===== src/hdl/pbrq_pkg.sv =====
// shared types and constants of the priority bitmap run queue
package pbrq_pkg;

  // field widths of the channel words
  localparam int TASK_ID_W = 5;
  localparam int PRIO_W    = 6;

  // operation codes of an input word
  typedef enum logic [1:0] {
    OP_INSERT  = 2'd0,
    OP_REMOVE  = 2'd1,
    OP_SETPRIO = 2'd2,
    OP_PICK    = 2'd3
  } pbrq_op_t;

  // status codes of a result word
  localparam logic ST_DONE      = 1'b0;
  localparam logic ST_NO_CHANGE = 1'b1;

endpackage


===== src/hdl/pbrq_if.sv =====
// valid/ready channel interfaces for command and result words
interface pbrq_in_if;
  logic                               valid;
  logic                               ready;
  pbrq_pkg::pbrq_op_t                 operation;
  logic [pbrq_pkg::TASK_ID_W-1:0]     task_id;
  logic [pbrq_pkg::PRIO_W-1:0]        new_priority;
  logic                               deactivate_current;

  modport source (output valid, operation, task_id, new_priority, deactivate_current,
                  input ready);
  modport sink   (input valid, operation, task_id, new_priority, deactivate_current,
                  output ready);
endinterface

interface pbrq_out_if;
  logic                               valid;
  logic                               ready;
  logic                               status;
  logic [pbrq_pkg::TASK_ID_W-1:0]     next_task;
  logic                               next_is_idle;
  logic                               resched_req;
  logic                               queue_empty;

  modport source (output valid, status, next_task, next_is_idle, resched_req, queue_empty,
                  input ready);
  modport sink   (input valid, status, next_task, next_is_idle, resched_req, queue_empty,
                  output ready);
endinterface


===== src/hdl/pbrq_find_first.sv =====
// two-stage registered search for the lowest set bit of the level bitmap
module pbrq_find_first #(
  parameter int WIDTH = 64
) (
  input  logic                     clk,
  input  logic [WIDTH-1:0]         bits,
  output logic                     found,
  output logic [$clog2(WIDTH)-1:0] index
);

  localparam int IW    = $clog2(WIDTH);
  localparam int GROUP = 16;
  localparam int GW    = $clog2(GROUP);
  localparam int NG    = (WIDTH + GROUP - 1) / GROUP;
  localparam int PADW  = NG * GROUP;

  logic [PADW-1:0] padded;
  logic [NG-1:0]   any_c;
  logic [NG-1:0]   any_r;
  logic [GW-1:0]   sub_c [NG];
  logic [GW-1:0]   sub_r [NG];
  logic            hit_c;
  logic [IW-1:0]   idx_c;
  logic            found_r;
  logic [IW-1:0]   index_r;

  assign padded = PADW'(bits);

  // stage one: per group, any bit set and lowest set position
  always_comb begin
    for (int g = 0; g < NG; g++) begin
      any_c[g] = |padded[g*GROUP +: GROUP];
      sub_c[g] = '0;
      for (int i = GROUP - 1; i >= 0; i--) begin
        if (padded[g*GROUP + i]) begin
          sub_c[g] = GW'(i);
        end
      end
    end
  end

  always_ff @(posedge clk) begin
    any_r <= any_c;
    sub_r <= sub_c;
  end

  // stage two: lowest group that holds a set bit
  always_comb begin
    hit_c = |any_r;
    idx_c = '0;
    for (int g = NG - 1; g >= 0; g--) begin
      if (any_r[g]) begin
        idx_c = IW'(g * GROUP + int'(sub_r[g]));
      end
    end
  end

  always_ff @(posedge clk) begin
    found_r <= hit_c;
    index_r <= idx_c;
  end

  assign found = found_r;
  assign index = index_r;

endmodule


===== src/hdl/priority_bitmap_run_queue_unit.sv =====
// top level of the priority bitmap run queue
//
// Run queue for a priority scheduler: one FIFO list of task numbers per
// priority level (level 0 most urgent) kept as a doubly linked list in a
// task memory (priority, next, prev) and a level memory (head, tail), plus
// one non-empty bit per level. Each command word gives one result word.
// Commands are handled one at a time; a new word is taken only when the
// sequencer is idle, while the previous result may still sit in the output
// register. From acceptance to result a word's time is set by the number
// of dependent accesses to the single-port task and level memories; a
// pick's lowest-level search runs through a registered two-stage encoder,
// and a task number beyond the task count goes straight to the result.
// A result that finds the output register still full waits in the
// sequencer until it drains. Per-task priorities read as the last, least
// urgent level until first written; no clearing pass is needed after
// reset.
module priority_bitmap_run_queue_unit #(
  parameter int TASK_COUNT      = 32,
  parameter int PRIORITY_LEVELS = 64
) (
  input  logic              clk,
  input  logic              rst_n,
  pbrq_in_if.sink           in_chan,
  pbrq_out_if.source        out_chan
);

  localparam int TW  = $clog2(TASK_COUNT);
  localparam int PW  = $clog2(PRIORITY_LEVELS);
  localparam int CW  = $clog2(TASK_COUNT + 1);
  localparam int IDW = pbrq_pkg::TASK_ID_W;

  typedef logic [TW-1:0] tid_t;
  typedef logic [PW-1:0] lvl_t;
  typedef logic [PW:0]   rprio_t;

  typedef struct packed {
    lvl_t prio;
    tid_t next;
    tid_t prev;
  } task_ent_t;

  typedef struct packed {
    tid_t head;
    tid_t tail;
  } lvl_ent_t;

  typedef enum logic [4:0] {
    S_IDLE,
    S_DEQ_RD,
    S_DEQ_LINK,
    S_DEQ_FIX,
    S_SP_RD,
    S_SP_CMP,
    S_SP_WR,
    S_ENQ_RD,
    S_ENQ_LVL,
    S_ENQ_TAIL,
    S_ENQ_SELF,
    S_FIND0,
    S_FIND1,
    S_FIND2,
    S_PICK_HEAD,
    S_PICK_PRIO,
    S_FIN
  } state_t;

  // sequencer and command registers
  state_t             state_r;
  pbrq_pkg::pbrq_op_t op_r;
  tid_t               cur_r;
  lvl_t               np_r;
  lvl_t               lv_r;
  tid_t               nxt_r;
  tid_t               prv_r;
  logic               was_r;
  logic               status_r;
  tid_t               next_r;
  logic               idle_r;

  // run queue state held in flops
  logic [TASK_COUNT-1:0]      queued_r;
  logic [TASK_COUNT-1:0]      prio_vld_r;
  logic [PRIORITY_LEVELS-1:0] nonempty_r;
  logic [CW-1:0]              cnt_r;
  tid_t                       run_task_r;
  logic                       run_idle_r;
  rprio_t                     run_prio_r;
  logic                       resched_r;

  // result register
  logic           out_valid_r;
  logic           out_status_r;
  logic [IDW-1:0] out_next_r;
  logic           out_idle_r;
  logic           out_resched_r;
  logic           out_empty_r;

  // memories and their ports
  task_ent_t task_mem [TASK_COUNT];
  lvl_ent_t  lvl_mem  [PRIORITY_LEVELS];
  task_ent_t task_q_r;
  logic      prio_ok_r;
  lvl_ent_t  lvl_q_r;

  logic      tr_en;
  tid_t      tr_addr;
  logic      tw_prio;
  logic      tw_next;
  logic      tw_prev;
  tid_t      tw_addr;
  task_ent_t tw_ent;
  logic      lr_en;
  lvl_t      lr_addr;
  logic      lw_head;
  logic      lw_tail;
  lvl_t      lw_addr;
  lvl_ent_t  lw_ent;

  // decoded values
  logic   in_fire;
  logic   t_ok;
  lvl_t   np_sat;
  lvl_t   tq_prio;
  logic   is_head;
  logic   is_tail;
  state_t deq_ret;
  logic   out_free;
  logic   ff_found;
  lvl_t   ff_index;

  assign in_fire  = in_chan.valid && in_chan.ready;
  assign t_ok     = int'(in_chan.task_id) < TASK_COUNT;
  assign np_sat   = (int'(in_chan.new_priority) >= PRIORITY_LEVELS) ?
                    lvl_t'(PRIORITY_LEVELS - 1) : lvl_t'(in_chan.new_priority);
  assign tq_prio  = prio_ok_r ? task_q_r.prio : lvl_t'(PRIORITY_LEVELS - 1);
  assign is_head  = task_q_r.prev == cur_r;
  assign is_tail  = task_q_r.next == cur_r;
  assign out_free = !out_valid_r || out_chan.ready;

  // where a dequeue returns to
  always_comb begin
    unique case (op_r)
      pbrq_pkg::OP_INSERT,
      pbrq_pkg::OP_REMOVE:  deq_ret = S_FIN;
      pbrq_pkg::OP_SETPRIO: deq_ret = S_SP_WR;
      pbrq_pkg::OP_PICK:    deq_ret = S_FIND0;
    endcase
  end

  // lowest non-empty level
  pbrq_find_first #(
    .WIDTH (PRIORITY_LEVELS)
  ) u_find (
    .clk   (clk),
    .bits  (nonempty_r),
    .found (ff_found),
    .index (ff_index)
  );

  // memory read and write controls per sequencer step
  always_comb begin
    tr_en   = 1'b0;
    tr_addr = cur_r;
    tw_prio = 1'b0;
    tw_next = 1'b0;
    tw_prev = 1'b0;
    tw_addr = cur_r;
    tw_ent  = '0;
    lr_en   = 1'b0;
    lr_addr = lv_r;
    lw_head = 1'b0;
    lw_tail = 1'b0;
    lw_addr = lv_r;
    lw_ent  = '0;
    unique case (state_r)
      S_DEQ_RD: begin
        tr_en = queued_r[cur_r];
      end
      S_DEQ_LINK: begin
        lw_addr = tq_prio;
        if (is_head && !is_tail) begin
          lw_head     = 1'b1;
          lw_ent.head = task_q_r.next;
          tw_prev     = 1'b1;
          tw_addr     = task_q_r.next;
          tw_ent.prev = task_q_r.next;
        end else if (is_tail && !is_head) begin
          lw_tail     = 1'b1;
          lw_ent.tail = task_q_r.prev;
          tw_next     = 1'b1;
          tw_addr     = task_q_r.prev;
          tw_ent.next = task_q_r.prev;
        end else if (!is_head && !is_tail) begin
          tw_next     = 1'b1;
          tw_addr     = task_q_r.prev;
          tw_ent.next = task_q_r.next;
        end
      end
      S_DEQ_FIX: begin
        tw_prev     = 1'b1;
        tw_addr     = nxt_r;
        tw_ent.prev = prv_r;
      end
      S_SP_RD: begin
        tr_en = 1'b1;
      end
      S_SP_WR: begin
        tw_prio     = 1'b1;
        tw_ent.prio = np_r;
      end
      S_ENQ_RD: begin
        tr_en = !queued_r[cur_r];
      end
      S_ENQ_LVL: begin
        lr_addr = tq_prio;
        lw_addr = tq_prio;
        if (nonempty_r[tq_prio]) begin
          lr_en = 1'b1;
        end else begin
          lw_head     = 1'b1;
          lw_tail     = 1'b1;
          lw_ent.head = cur_r;
          lw_ent.tail = cur_r;
          tw_next     = 1'b1;
          tw_prev     = 1'b1;
          tw_ent.next = cur_r;
          tw_ent.prev = cur_r;
        end
      end
      S_ENQ_TAIL: begin
        tw_next     = 1'b1;
        tw_addr     = lvl_q_r.tail;
        tw_ent.next = cur_r;
        lw_tail     = 1'b1;
        lw_ent.tail = cur_r;
      end
      S_ENQ_SELF: begin
        tw_next     = 1'b1;
        tw_prev     = 1'b1;
        tw_ent.next = cur_r;
        tw_ent.prev = prv_r;
      end
      S_FIND2: begin
        lr_en   = ff_found;
        lr_addr = ff_index;
      end
      S_PICK_HEAD: begin
        tr_en   = 1'b1;
        tr_addr = lvl_q_r.head;
      end
      S_IDLE, S_SP_CMP, S_FIND0, S_FIND1, S_PICK_PRIO, S_FIN: begin
      end
      default: begin
      end
    endcase
  end

  // task memory: priority, next and prev with per-field write enables
  always_ff @(posedge clk) begin
    if (tw_prio) begin
      task_mem[tw_addr].prio <= tw_ent.prio;
    end
    if (tw_next) begin
      task_mem[tw_addr].next <= tw_ent.next;
    end
    if (tw_prev) begin
      task_mem[tw_addr].prev <= tw_ent.prev;
    end
    if (tr_en) begin
      task_q_r  <= task_mem[tr_addr];
      prio_ok_r <= prio_vld_r[tr_addr];
    end
  end

  // level memory: head and tail with per-field write enables
  always_ff @(posedge clk) begin
    if (lw_head) begin
      lvl_mem[lw_addr].head <= lw_ent.head;
    end
    if (lw_tail) begin
      lvl_mem[lw_addr].tail <= lw_ent.tail;
    end
    if (lr_en) begin
      lvl_q_r <= lvl_mem[lr_addr];
    end
  end

  // sequencer, queue bookkeeping and result register
  always_ff @(posedge clk) begin
    if (!rst_n) begin
      state_r       <= S_IDLE;
      op_r          <= pbrq_pkg::OP_INSERT;
      queued_r      <= '0;
      prio_vld_r    <= '0;
      nonempty_r    <= '0;
      cnt_r         <= '0;
      run_task_r    <= '0;
      run_idle_r    <= 1'b1;
      run_prio_r    <= rprio_t'(PRIORITY_LEVELS);
      resched_r     <= 1'b0;
      out_valid_r   <= 1'b0;
    end else begin
      if (out_valid_r && out_chan.ready && state_r != S_FIN) begin
        out_valid_r <= 1'b0;
      end
      unique case (state_r)
        S_IDLE: begin
          if (in_fire) begin
            op_r   <= in_chan.operation;
            np_r   <= np_sat;
            next_r <= '0;
            idle_r <= 1'b0;
            if (in_chan.operation == pbrq_pkg::OP_PICK) begin
              status_r <= pbrq_pkg::ST_DONE;
              if (in_chan.deactivate_current && !run_idle_r) begin
                cur_r   <= run_task_r;
                state_r <= S_DEQ_RD;
              end else begin
                cur_r   <= tid_t'(in_chan.task_id);
                state_r <= S_FIND0;
              end
            end else if (!t_ok) begin
              cur_r    <= tid_t'(in_chan.task_id);
              status_r <= pbrq_pkg::ST_NO_CHANGE;
              state_r  <= S_FIN;
            end else begin
              cur_r <= tid_t'(in_chan.task_id);
              unique case (in_chan.operation)
                pbrq_pkg::OP_INSERT:  state_r <= S_ENQ_RD;
                pbrq_pkg::OP_REMOVE:  state_r <= S_DEQ_RD;
                pbrq_pkg::OP_SETPRIO: state_r <= S_SP_RD;
                pbrq_pkg::OP_PICK:    state_r <= S_FIND0;
              endcase
            end
          end
        end
        // unlink: read the entry, then patch neighbors
        S_DEQ_RD: begin
          if (op_r == pbrq_pkg::OP_REMOVE) begin
            status_r <= queued_r[cur_r] ? pbrq_pkg::ST_DONE : pbrq_pkg::ST_NO_CHANGE;
          end
          state_r <= queued_r[cur_r] ? S_DEQ_LINK : deq_ret;
        end
        S_DEQ_LINK: begin
          nxt_r           <= task_q_r.next;
          prv_r           <= task_q_r.prev;
          queued_r[cur_r] <= 1'b0;
          cnt_r           <= cnt_r - CW'(1);
          if (is_head && is_tail) begin
            nonempty_r[tq_prio] <= 1'b0;
          end
          state_r <= (!is_head && !is_tail) ? S_DEQ_FIX : deq_ret;
        end
        S_DEQ_FIX: begin
          state_r <= deq_ret;
        end
        // priority change
        S_SP_RD: begin
          state_r <= S_SP_CMP;
        end
        S_SP_CMP: begin
          if (np_r == tq_prio) begin
            status_r <= pbrq_pkg::ST_NO_CHANGE;
            state_r  <= S_FIN;
          end else begin
            status_r <= pbrq_pkg::ST_DONE;
            was_r    <= queued_r[cur_r];
            state_r  <= queued_r[cur_r] ? S_DEQ_RD : S_SP_WR;
          end
        end
        S_SP_WR: begin
          prio_vld_r[cur_r] <= 1'b1;
          if (!run_idle_r && run_task_r == cur_r) begin
            run_prio_r <= {1'b0, np_r};
          end
          state_r <= was_r ? S_ENQ_RD : S_FIN;
        end
        // link at the tail of the task's level
        S_ENQ_RD: begin
          if (op_r == pbrq_pkg::OP_INSERT) begin
            status_r <= queued_r[cur_r] ? pbrq_pkg::ST_NO_CHANGE : pbrq_pkg::ST_DONE;
          end
          state_r <= queued_r[cur_r] ? S_FIN : S_ENQ_LVL;
        end
        S_ENQ_LVL: begin
          lv_r <= tq_prio;
          if (nonempty_r[tq_prio]) begin
            state_r <= S_ENQ_TAIL;
          end else begin
            nonempty_r[tq_prio] <= 1'b1;
            queued_r[cur_r]     <= 1'b1;
            cnt_r               <= cnt_r + CW'(1);
            if ({1'b0, tq_prio} < run_prio_r) begin
              resched_r <= 1'b1;
            end
            state_r <= S_FIN;
          end
        end
        S_ENQ_TAIL: begin
          prv_r   <= lvl_q_r.tail;
          state_r <= S_ENQ_SELF;
        end
        S_ENQ_SELF: begin
          queued_r[cur_r] <= 1'b1;
          cnt_r           <= cnt_r + CW'(1);
          if ({1'b0, lv_r} < run_prio_r) begin
            resched_r <= 1'b1;
          end
          state_r <= S_FIN;
        end
        // pick: wait for the encoder, then read head and its priority
        S_FIND0: begin
          state_r <= S_FIND1;
        end
        S_FIND1: begin
          state_r <= S_FIND2;
        end
        S_FIND2: begin
          if (ff_found) begin
            state_r <= S_PICK_HEAD;
          end else begin
            idle_r     <= 1'b1;
            run_task_r <= '0;
            run_idle_r <= 1'b1;
            run_prio_r <= rprio_t'(PRIORITY_LEVELS);
            resched_r  <= 1'b0;
            state_r    <= S_FIN;
          end
        end
        S_PICK_HEAD: begin
          next_r  <= lvl_q_r.head;
          state_r <= S_PICK_PRIO;
        end
        S_PICK_PRIO: begin
          run_task_r <= next_r;
          run_idle_r <= 1'b0;
          run_prio_r <= {1'b0, tq_prio};
          resched_r  <= 1'b0;
          state_r    <= S_FIN;
        end
        // hand the result word to the output register
        S_FIN: begin
          if (out_free) begin
            out_valid_r   <= 1'b1;
            out_status_r  <= status_r;
            out_next_r    <= IDW'(next_r);
            out_idle_r    <= idle_r;
            out_resched_r <= resched_r;
            out_empty_r   <= cnt_r == '0;
            state_r       <= S_IDLE;
          end
        end
        default: begin
          state_r <= S_IDLE;
        end
      endcase
    end
  end

  assign in_chan.ready         = state_r == S_IDLE;
  assign out_chan.valid        = out_valid_r;
  assign out_chan.status       = out_status_r;
  assign out_chan.next_task    = out_next_r;
  assign out_chan.next_is_idle = out_idle_r;
  assign out_chan.resched_req  = out_resched_r;
  assign out_chan.queue_empty  = out_empty_r;

`ifndef NO_ASSERTIONS
  // task count and level bitmap agree on emptiness between commands
  a_empty_consistent: assert property (@(posedge clk) disable iff (!rst_n)
    (state_r == S_IDLE) |-> ((cnt_r == '0) == (nonempty_r == '0)))
    else $error("task count and level bitmap disagree");

  // unlinking only ever touches a queued task
  a_unlink_queued: assert property (@(posedge clk) disable iff (!rst_n)
    (state_r == S_DEQ_LINK) |-> queued_r[cur_r])
    else $error("unlink of a task that is not queued");

  // a pick always leaves the reschedule flag clear
  a_pick_clears: assert property (@(posedge clk) disable iff (!rst_n)
    (state_r == S_FIN && op_r == pbrq_pkg::OP_PICK) |-> !resched_r)
    else $error("reschedule flag still set after pick");

  // a result word appears only out of the finishing step
  a_result_source: assert property (@(posedge clk) disable iff (!rst_n)
    $rose(out_valid_r) |-> $past(state_r == S_FIN))
    else $error("result word loaded outside the finishing step");
`endif

endmodule


===== src/flat_wrapper.sv =====
// flat-port wrapper written by rule: the top's interface ports become plain ports
module priority_bitmap_run_queue_unit_flat 
#(
  parameter int TASK_COUNT      = 32,
  parameter int PRIORITY_LEVELS = 64
)
  (clk, rst_n, in_chan_valid, in_chan_operation, in_chan_task_id, in_chan_new_priority, in_chan_deactivate_current, in_chan_ready, out_chan_valid, out_chan_status, out_chan_next_task, out_chan_next_is_idle, out_chan_resched_req, out_chan_queue_empty, out_chan_ready);
  pbrq_in_if in_chan_i ();
  pbrq_out_if out_chan_i ();
  input  logic clk;
  input  logic rst_n;
  input wire logic [$bits(in_chan_i.valid)-1:0] in_chan_valid;
  input wire logic [$bits(in_chan_i.operation)-1:0] in_chan_operation;
  input wire logic [$bits(in_chan_i.task_id)-1:0] in_chan_task_id;
  input wire logic [$bits(in_chan_i.new_priority)-1:0] in_chan_new_priority;
  input wire logic [$bits(in_chan_i.deactivate_current)-1:0] in_chan_deactivate_current;
  output wire logic [$bits(in_chan_i.ready)-1:0] in_chan_ready;
  output wire logic [$bits(out_chan_i.valid)-1:0] out_chan_valid;
  output wire logic [$bits(out_chan_i.status)-1:0] out_chan_status;
  output wire logic [$bits(out_chan_i.next_task)-1:0] out_chan_next_task;
  output wire logic [$bits(out_chan_i.next_is_idle)-1:0] out_chan_next_is_idle;
  output wire logic [$bits(out_chan_i.resched_req)-1:0] out_chan_resched_req;
  output wire logic [$bits(out_chan_i.queue_empty)-1:0] out_chan_queue_empty;
  input wire logic [$bits(out_chan_i.ready)-1:0] out_chan_ready;
  assign in_chan_i.valid = in_chan_valid;
  assign in_chan_i.operation = in_chan_operation;
  assign in_chan_i.task_id = in_chan_task_id;
  assign in_chan_i.new_priority = in_chan_new_priority;
  assign in_chan_i.deactivate_current = in_chan_deactivate_current;
  assign in_chan_ready = in_chan_i.ready;
  assign out_chan_valid = out_chan_i.valid;
  assign out_chan_status = out_chan_i.status;
  assign out_chan_next_task = out_chan_i.next_task;
  assign out_chan_next_is_idle = out_chan_i.next_is_idle;
  assign out_chan_resched_req = out_chan_i.resched_req;
  assign out_chan_queue_empty = out_chan_i.queue_empty;
  assign out_chan_i.ready = out_chan_ready;
  priority_bitmap_run_queue_unit #(.TASK_COUNT(TASK_COUNT), .PRIORITY_LEVELS(PRIORITY_LEVELS)) u_core (.clk(clk), .rst_n(rst_n), .in_chan(in_chan_i), .out_chan(out_chan_i));
endmodule

===== config.mk =====
export PLATFORM = sky130hd
export DESIGN_NAME = priority_bitmap_run_queue_unit_flat
export DESIGN_NICKNAME = d
export VERILOG_FILES = /design/src/hdl/pbrq_pkg.sv /design/src/hdl/pbrq_if.sv /design/src/hdl/pbrq_find_first.sv /design/src/hdl/priority_bitmap_run_queue_unit.sv /design/src/flat_wrapper.sv
export SDC_FILE = /design/constraint.sdc
export NUM_CORES = 2
export LEC_CHECK = 0
export BUFFER_PORTS_ARGS = -buffer_cell sky130_fd_sc_hd__buf_2
export CELL_PAD_IN_SITES_DETAIL_PLACEMENT = 0
export CELL_PAD_IN_SITES_GLOBAL_PLACEMENT = 1
export CORE_MARGIN = 1.5
export CORE_UTILIZATION = 55
export DETAILED_ROUTE_END_ITERATION = 16
export PLACE_DENSITY_LB_ADDON = 0.1
export SYNTH_ARGS = -nofsm -noshare
export SYNTH_HDL_FRONTEND = slang
export SYNTH_HIERARCHICAL = 1
export SYNTH_SLANG_ARGS = --single-unit

===== constraint.sdc =====
create_clock -name clk -period 8.9 [get_ports clk]
set_clock_uncertainty 0.05 [all_clocks]
set_input_delay 0.89 -clock clk [delete_from_list [all_inputs] [get_ports clk]]
set_output_delay 0.89 -clock clk [all_outputs]
set_load 0.01 [all_outputs]

Word level (Yosys, flattened, before mapping). Memory sizes are Yosys's and may differ from the RTL's. A register that Yosys moved wholly into a read port is not among the register bits. Index checks and enable logic that the tools add are counted.

$mul: 0. Multiplexer cells: 171. Add/subtract/negate cells: 5. Equality and inequality tests: 38. Reduce and logical (&&, ||, !) cells: 69. $lt $le $gt $ge: 7. Shifts and indexed selects: 0. Div/mod/pow operators: 0. Bitwise gates (word level): 8.

Operator list (number): $mux 4 (34); $mux 64 (2); $pmux 64 s2 (1); $mux 5 (24); $pmux 32 s3 (1); $pmux 5 s3 (6); $pmux 5 s16 (1); $and 64x64->64 (1); $not 64->64 (1); $or 32x32->32 (2); $or 64x64->64 (1); $reduce_or 16->1 (4); $mux 3 (17); $mux 1 (44); $mux 6 (7); $eq 5x4->1 const B (8); $pmux 5 s2 (4); $and 32x32->32 (1); $mux 32 (1); $not 32->32 (1); $reduce_or 8->1 (4); $pmux 7 s3 (1); $eq 5x3->1 const B (4); $reduce_or 2->1 (10); 47 further kinds (118).

Word-level logic and storage cells: 346. ROM bits: 0. Bits in latches: 0. Memories kept: 2. Output and inout port bits: 11. Register bits after elaboration: 228. Bits in writable memories: 1152.

Memory list: u_core.lvl_mem (depth 64, bits a word 10, rd ports 1, clocked after Yosys merged registers in 1, wr ports 1, RTL line priority_bitmap_run_queue_unit.sv:100) `lvl_ent_t lvl_mem [PRIORITY_LEVELS];`; u_core.task_mem (depth 32, bits a word 16, rd ports 1, clocked after Yosys merged registers in 1, wr ports 1, RTL line priority_bitmap_run_queue_unit.sv:99) `task_ent_t task_mem [TASK_COUNT];`.

Longest topological paths before layout.
Depth in word-level cells: 15. Mapped depth: 15.

Hierarchy. Netlist, hierarchy kept.

Modules (own cells, without submodules): priority_bitmap_run_queue_unit (times used 1, area an instance 57336.2 µm², cells each 3866, seq. area each 39848.2 µm²); pbrq_find_first (times used 1, area an instance 1366.3 µm², cells each 187, seq. area each 540.5 µm²).

Worst setup path before layout. OpenSTA, ideal clock, no wires.

Kind: reg2reg. From: reg u_core/task_q_r[12] (netlist name). To: mem u_core/lvl_mem[0][0] (netlist name) (data pin). Path buffers: 3. Setup time: 366 ps. Clock period less this slack: 3933 ps. Arrival time: 3517 ps. Data required time: 8484 ps. Stages on the path, launching flop included: 12. Slack: 4967 ps. Cell sequence: edfxtp_1 -> buf_2 -> buf_6 -> mux2_1 -> a22o_1 -> a2111o_1 -> a22o_1 -> or2_1 -> nor3_4 -> buf_4 -> or2_1 -> a22o_1.

RTL lines (RTL line): end: declaration (priority_bitmap_run_queue_unit.sv:100).

==> impl_summary.txt <==
----------------------------------------------------
[Yosys]
  Count of unique library cells instantiated by Yosys ... 92
  Syn avg cell area ... roughly 14 sq um
  Portion of synthesized cell area occupied by the leading cell type ... between 60% and 70%
  Netlist Area Pre-Place ... 0.05870 sq mm
  Synth area leader ... sky130_fd_sc_hd__edfxtp_1
  Seq/Total Area, Yosys ... between 60% and 70%
  Most common library cells after synthesis ... sky130_fd_sc_hd__edfxtp_1, sky130_fd_sc_hd__nand2_1, sky130_fd_sc_hd__nor2_1
  Top cells by area, synth ... sky130_fd_sc_hd__edfxtp_1, sky130_fd_sc_hd__mux4_2, sky130_fd_sc_hd__dfxtp_1
  Dominant cell by count in the synthesized netlist ... sky130_fd_sc_hd__edfxtp_1
  Top FF cell, synth ... sky130_fd_sc_hd__edfxtp_1
  Number of warnings issued by yosys ... 6
  Syn Inst Count ... approximately 4100
  Number of flops mapped to enable cells by yosys ... 1223
  Async set-or-reset flop fraction in the synthesized netlist ... 0%
  Net Count, Synth ... 4086
  Flops & latches, synth ... about 1400

[Worst setup path]
  CP Depth ... 10
  Critical path fanouts, max ... 51
  Sequence of cells on the critical path ... nor2b_1, clkinv_1, a21oi_1, a221oi_1, a21boi_0, a2111o_1, nor3_4, buf_4, a222oi_1, inv_1
  CP bufs+invs ... 3
  Top cell family by delay on the critical path ... compound AO/OA/AOI/OAI gates
  R2r worst-path depth ... 10
  Library cell contributing the largest single delay on the critical path ... sky130_fd_sc_hd__a222oi_1
  Data required time of the worst path ... between 9000 and 10000 ps
  CP Data Arrival Time ... 5960 ps
  Type of element capturing the critical path ... flip-flop
  Kind of start point of the critical path ... flip-flop
  Largest incremental delay on the critical path ... between 800 and 900 ps
  Start-to-end type of the worst setup path ... flip-flop to flip-flop

[GRT]
  Gr ovfl total ... 0
  Vias in the first global route ... approximately 34000
  Largest net degree at the start of global routing ... approximately 140
  Wire length of the first global-routing pass ... approximately 220 mm
  Total global routing track utilization ... around 28%
  Initial antenna violation count ... 7

[Route]
  Length of routed met2 wiring ... 68.87 mm
  DR vias ... 35380
  Number of DRC markers in iteration 0 ... roughly 3900
  Post-route ant nets ... 0
  Post-route met1 wirelength ... around 64 mm
  Count of TritonRoute iterations in the first routing pass ... 14
  Detail-routed net length per standard cell ... between 20 and 30 microns
  Final Routed Wirelength ... between 100 and 150 mm
  Metal3 WL ... about 13 mm
  Highest metal layer used by the detailed router ... met5
  Post-detailed-route DRC marker count ... 8
  Vias per Instance ... between 6 and 7

[Hold path]
  Hold Path Class ... input pin to flip-flop
  Worst Hold Path Cells ... 1

[CTS]
  Clock-pin slew on the worst setup and hold paths ... approximately 60 ps
  Skew-Pair Late Insertion Delay ... between 700 and 800 ps
  TritonCTS Sinks ... roughly 1400
  Largest buffer count on any clock path ... 3
  Number of H-tree levels ... 4
  CTS Hold Bufs ... 0
  Number of buffers added by the clock tree synthesis step ... between 100 and 150
  Clock tree from TritonCTS ... yes
  Root buffer cell ... sky130_fd_sc_hd__clkbuf_16
  Post-cts resize count ... 0
  Setup repair bufs after CTS ... 0

[Timing]
  Minimum clock period after layout ... 5722 ps
  Headroom to the max-slew limit ... about an eighth
  Final count of negative-setup-slack endpoints ... 0
  RSZ-0062 raised after global routing ... false
  Transition time at the pin with the least slew margin ... 1319 ps
  Slew Limit Fails ... 0
  Count of endpoints failing hold in the final timing report ... 0
  Setup TNS after final layout ... 0 ps
  Maximum frequency from static timing analysis ... roughly 170 MHz
  Tcrit/Tclk final ... about 64%

[Placed design]
  HPWL Detailed ... between 90 and 100 mm
  Gp weighted congestion ... around 0.90
  Number of I/O port buffers ... 28
  Count of placed standard cells including taps ... around 5300

[Floorplanning]
  Initial standard-cell utilization of the core ... between 50% and 60%
  Boundary Pins ... 29
  Core Rows ... between 100 and 150
  Floorplan die width ... between 300 and 400 microns
  Core ar. ... around 0.11 sq mm
  Die ar. ... about 0.11 sq mm
  Vertical die dimension ... between 300 and 400 microns

[Layout]
  Net count of the finished layout ... slightly above 4000
  Diodes inserted ... 0
  Number of non-filler instances in the completed layout ... between 5000 and 6000
  Layout cell share with drive strength beyond 1 ... 15.38%
  FILL cells ... between 7000 and 8000
  Area Overhead vs Synth ... 10.48%

[Power and ir drop]
  Maximum resistive drop on vdd ... between 200 and 250 uV
  Cell area power density ... between 200 and 300 mW/mm^2
  Leakage power figure ... around 0.021 uW

[Run status]
  Violations in the final reports ... design-rule violations
  Run status ... complete, but fails checks

[Flow run]
  # Max-Cap Violations ... 0

----------------------------------------------------
## power by group
group / switching (uW) / internal [uW]
Combinational: 2710 / 1100
Clock: 2470 / 3460
Sequential: 165 / 7590
## layer usage
layer	global-route usage, %	up-vias
li1	-	15760
met1	40.95	17880
met2	41.67	1510
met3	5.789	232
met4	8.127	6
met5	0	-
## stage by stage
step,setup slack (ps),area [sq um],hold WS (ps),util (%),total power (uW)
global route,3057,64850,237.2,61.43,18110
detailed placement,3411,60220,393.1,57.05,11670
floorplan,4967,58700,350.3,-,10270
CTS,3404,64850,218.0,61.43,17560
global placement,3360,60220,390.8,57.05,11640
finish,3178,64850,258.1,61.43,17490
## worst register-to-register path, delay by kind of cell (launching register included)
kind	cells	cell delay, ps
compound gates	5	1860
buf+inv	3	1660
simple gates	2	880
flops	1	790
## kinds of logic (layout without fill, tap and decap cells)
kind of cell	after synthesis	after routing	synth area share, %
fa+ha+maj	15	15	0.3325
compound gates	659	659	7.765
xor+xnor	27	27	0.4028
flops	1406	1406	68.80
mux	347	347	10.30
buf+inv	303	417	2.300
simple gates	1296	1296	10.09
## final cells by class
class	count	area [sq um]	area share, %
tap	1391	1740	2.684
sequential	1406	40390	62.28
clock inverter	77	819.5	1.264
inverter	51	192.7	0.2971
clock buffer	180	3812	5.879
multi-input combinational	2344	17110	26.39
timing repair buffer	109	785.8	1.212
## sequential cells by signal (all words and copies together) (netlist names), 2 cells and up, named ones only
| signal | count |
|---|---|
| u_core/prio_vld_r | 32 |
| u_core/np_r | 6 |
| u_core/u_find/sub_r | 16 |
| u_core/task_q_r | 16 |
| u_core/task_mem | 512 |
| u_core/lvl_q_r | 10 |
| u_core/run_prio_r | 7 |
| u_core/u_find/index | 6 |
| u_core/run_task_r | 5 |
| u_core/cur_r | 5 |
| u_core/state_r | 5 |
| u_core/lvl_mem | 640 |
| u_core/lv_r | 6 |
| u_core/u_find/any_r | 4 |
| u_core/cnt_r | 6 |
| u_core/next_r | 5 |
| u_core/out_chan.next_task | 5 |
| u_core/op_r | 2 |
| u_core/prv_r | 5 |
| u_core/nxt_r | 5 |
## cell usage in the layout, fill, tap and decap left out, types with 15 or more instances in the layout
cell type / n
sky130_fd_sc_hd__edfxtp_1: 1223
sky130_fd_sc_hd__nand2_1: 472
sky130_fd_sc_hd__nor2_1: 363
sky130_fd_sc_hd__mux4_2: 200
sky130_fd_sc_hd__dfxtp_1: 183
sky130_fd_sc_hd__clkbuf_16: 147
sky130_fd_sc_hd__o21ai_0: 144
sky130_fd_sc_hd__nand3_1: 123
sky130_fd_sc_hd__a21oi_1: 88
sky130_fd_sc_hd__mux2i_1: 87
sky130_fd_sc_hd__buf_4: 78
sky130_fd_sc_hd__nand4_1: 63
sky130_fd_sc_hd__o22ai_1: 62
sky130_fd_sc_hd__nor3_1: 60
sky130_fd_sc_hd__mux2_2: 56
sky130_fd_sc_hd__inv_1: 48
sky130_fd_sc_hd__and3_1: 43
sky130_fd_sc_hd__clkbuf_1: 32
sky130_fd_sc_hd__nor4_1: 31
sky130_fd_sc_hd__o21a_1: 30
sky130_fd_sc_hd__a31oi_1: 29
sky130_fd_sc_hd__buf_2: 28
sky130_fd_sc_hd__a22o_1: 27
sky130_fd_sc_hd__o211ai_1: 27
sky130_fd_sc_hd__a22oi_1: 25
sky130_fd_sc_hd__clkinv_2: 24
sky130_fd_sc_hd__clkinv_1: 23
sky130_fd_sc_hd__and2_1: 22
sky130_fd_sc_hd__o21ai_1: 21
sky130_fd_sc_hd__a32oi_1: 19
sky130_fd_sc_hd__nand2b_1: 18
sky130_fd_sc_hd__a211oi_1: 18
sky130_fd_sc_hd__xor2_1: 16
sky130_fd_sc_hd__o31ai_1: 16
sky130_fd_sc_hd__nor2b_1: 15
## worst paths after layout
path,start,to,slack (ps)
worst min-delay path,in_chan_new_priority[1],u_core/np_r[1]$_DFFE_PP_,260
worst max register to register,u_core/prio_ok_r$_DFFE_PP_,u_core/task_mem[1][1]$_DFFE_PP_,3180
worst max-delay path,u_core/prio_ok_r$_DFFE_PP_,u_core/task_mem[1][1]$_DFFE_PP_,3180
worst min register to register,u_core/u_find/sub_r[13]$_SDFF_PP0_,u_core/u_find/index[1]$_DFF_P_,400
No activity file was read; power rests on OpenSTA's default activity.
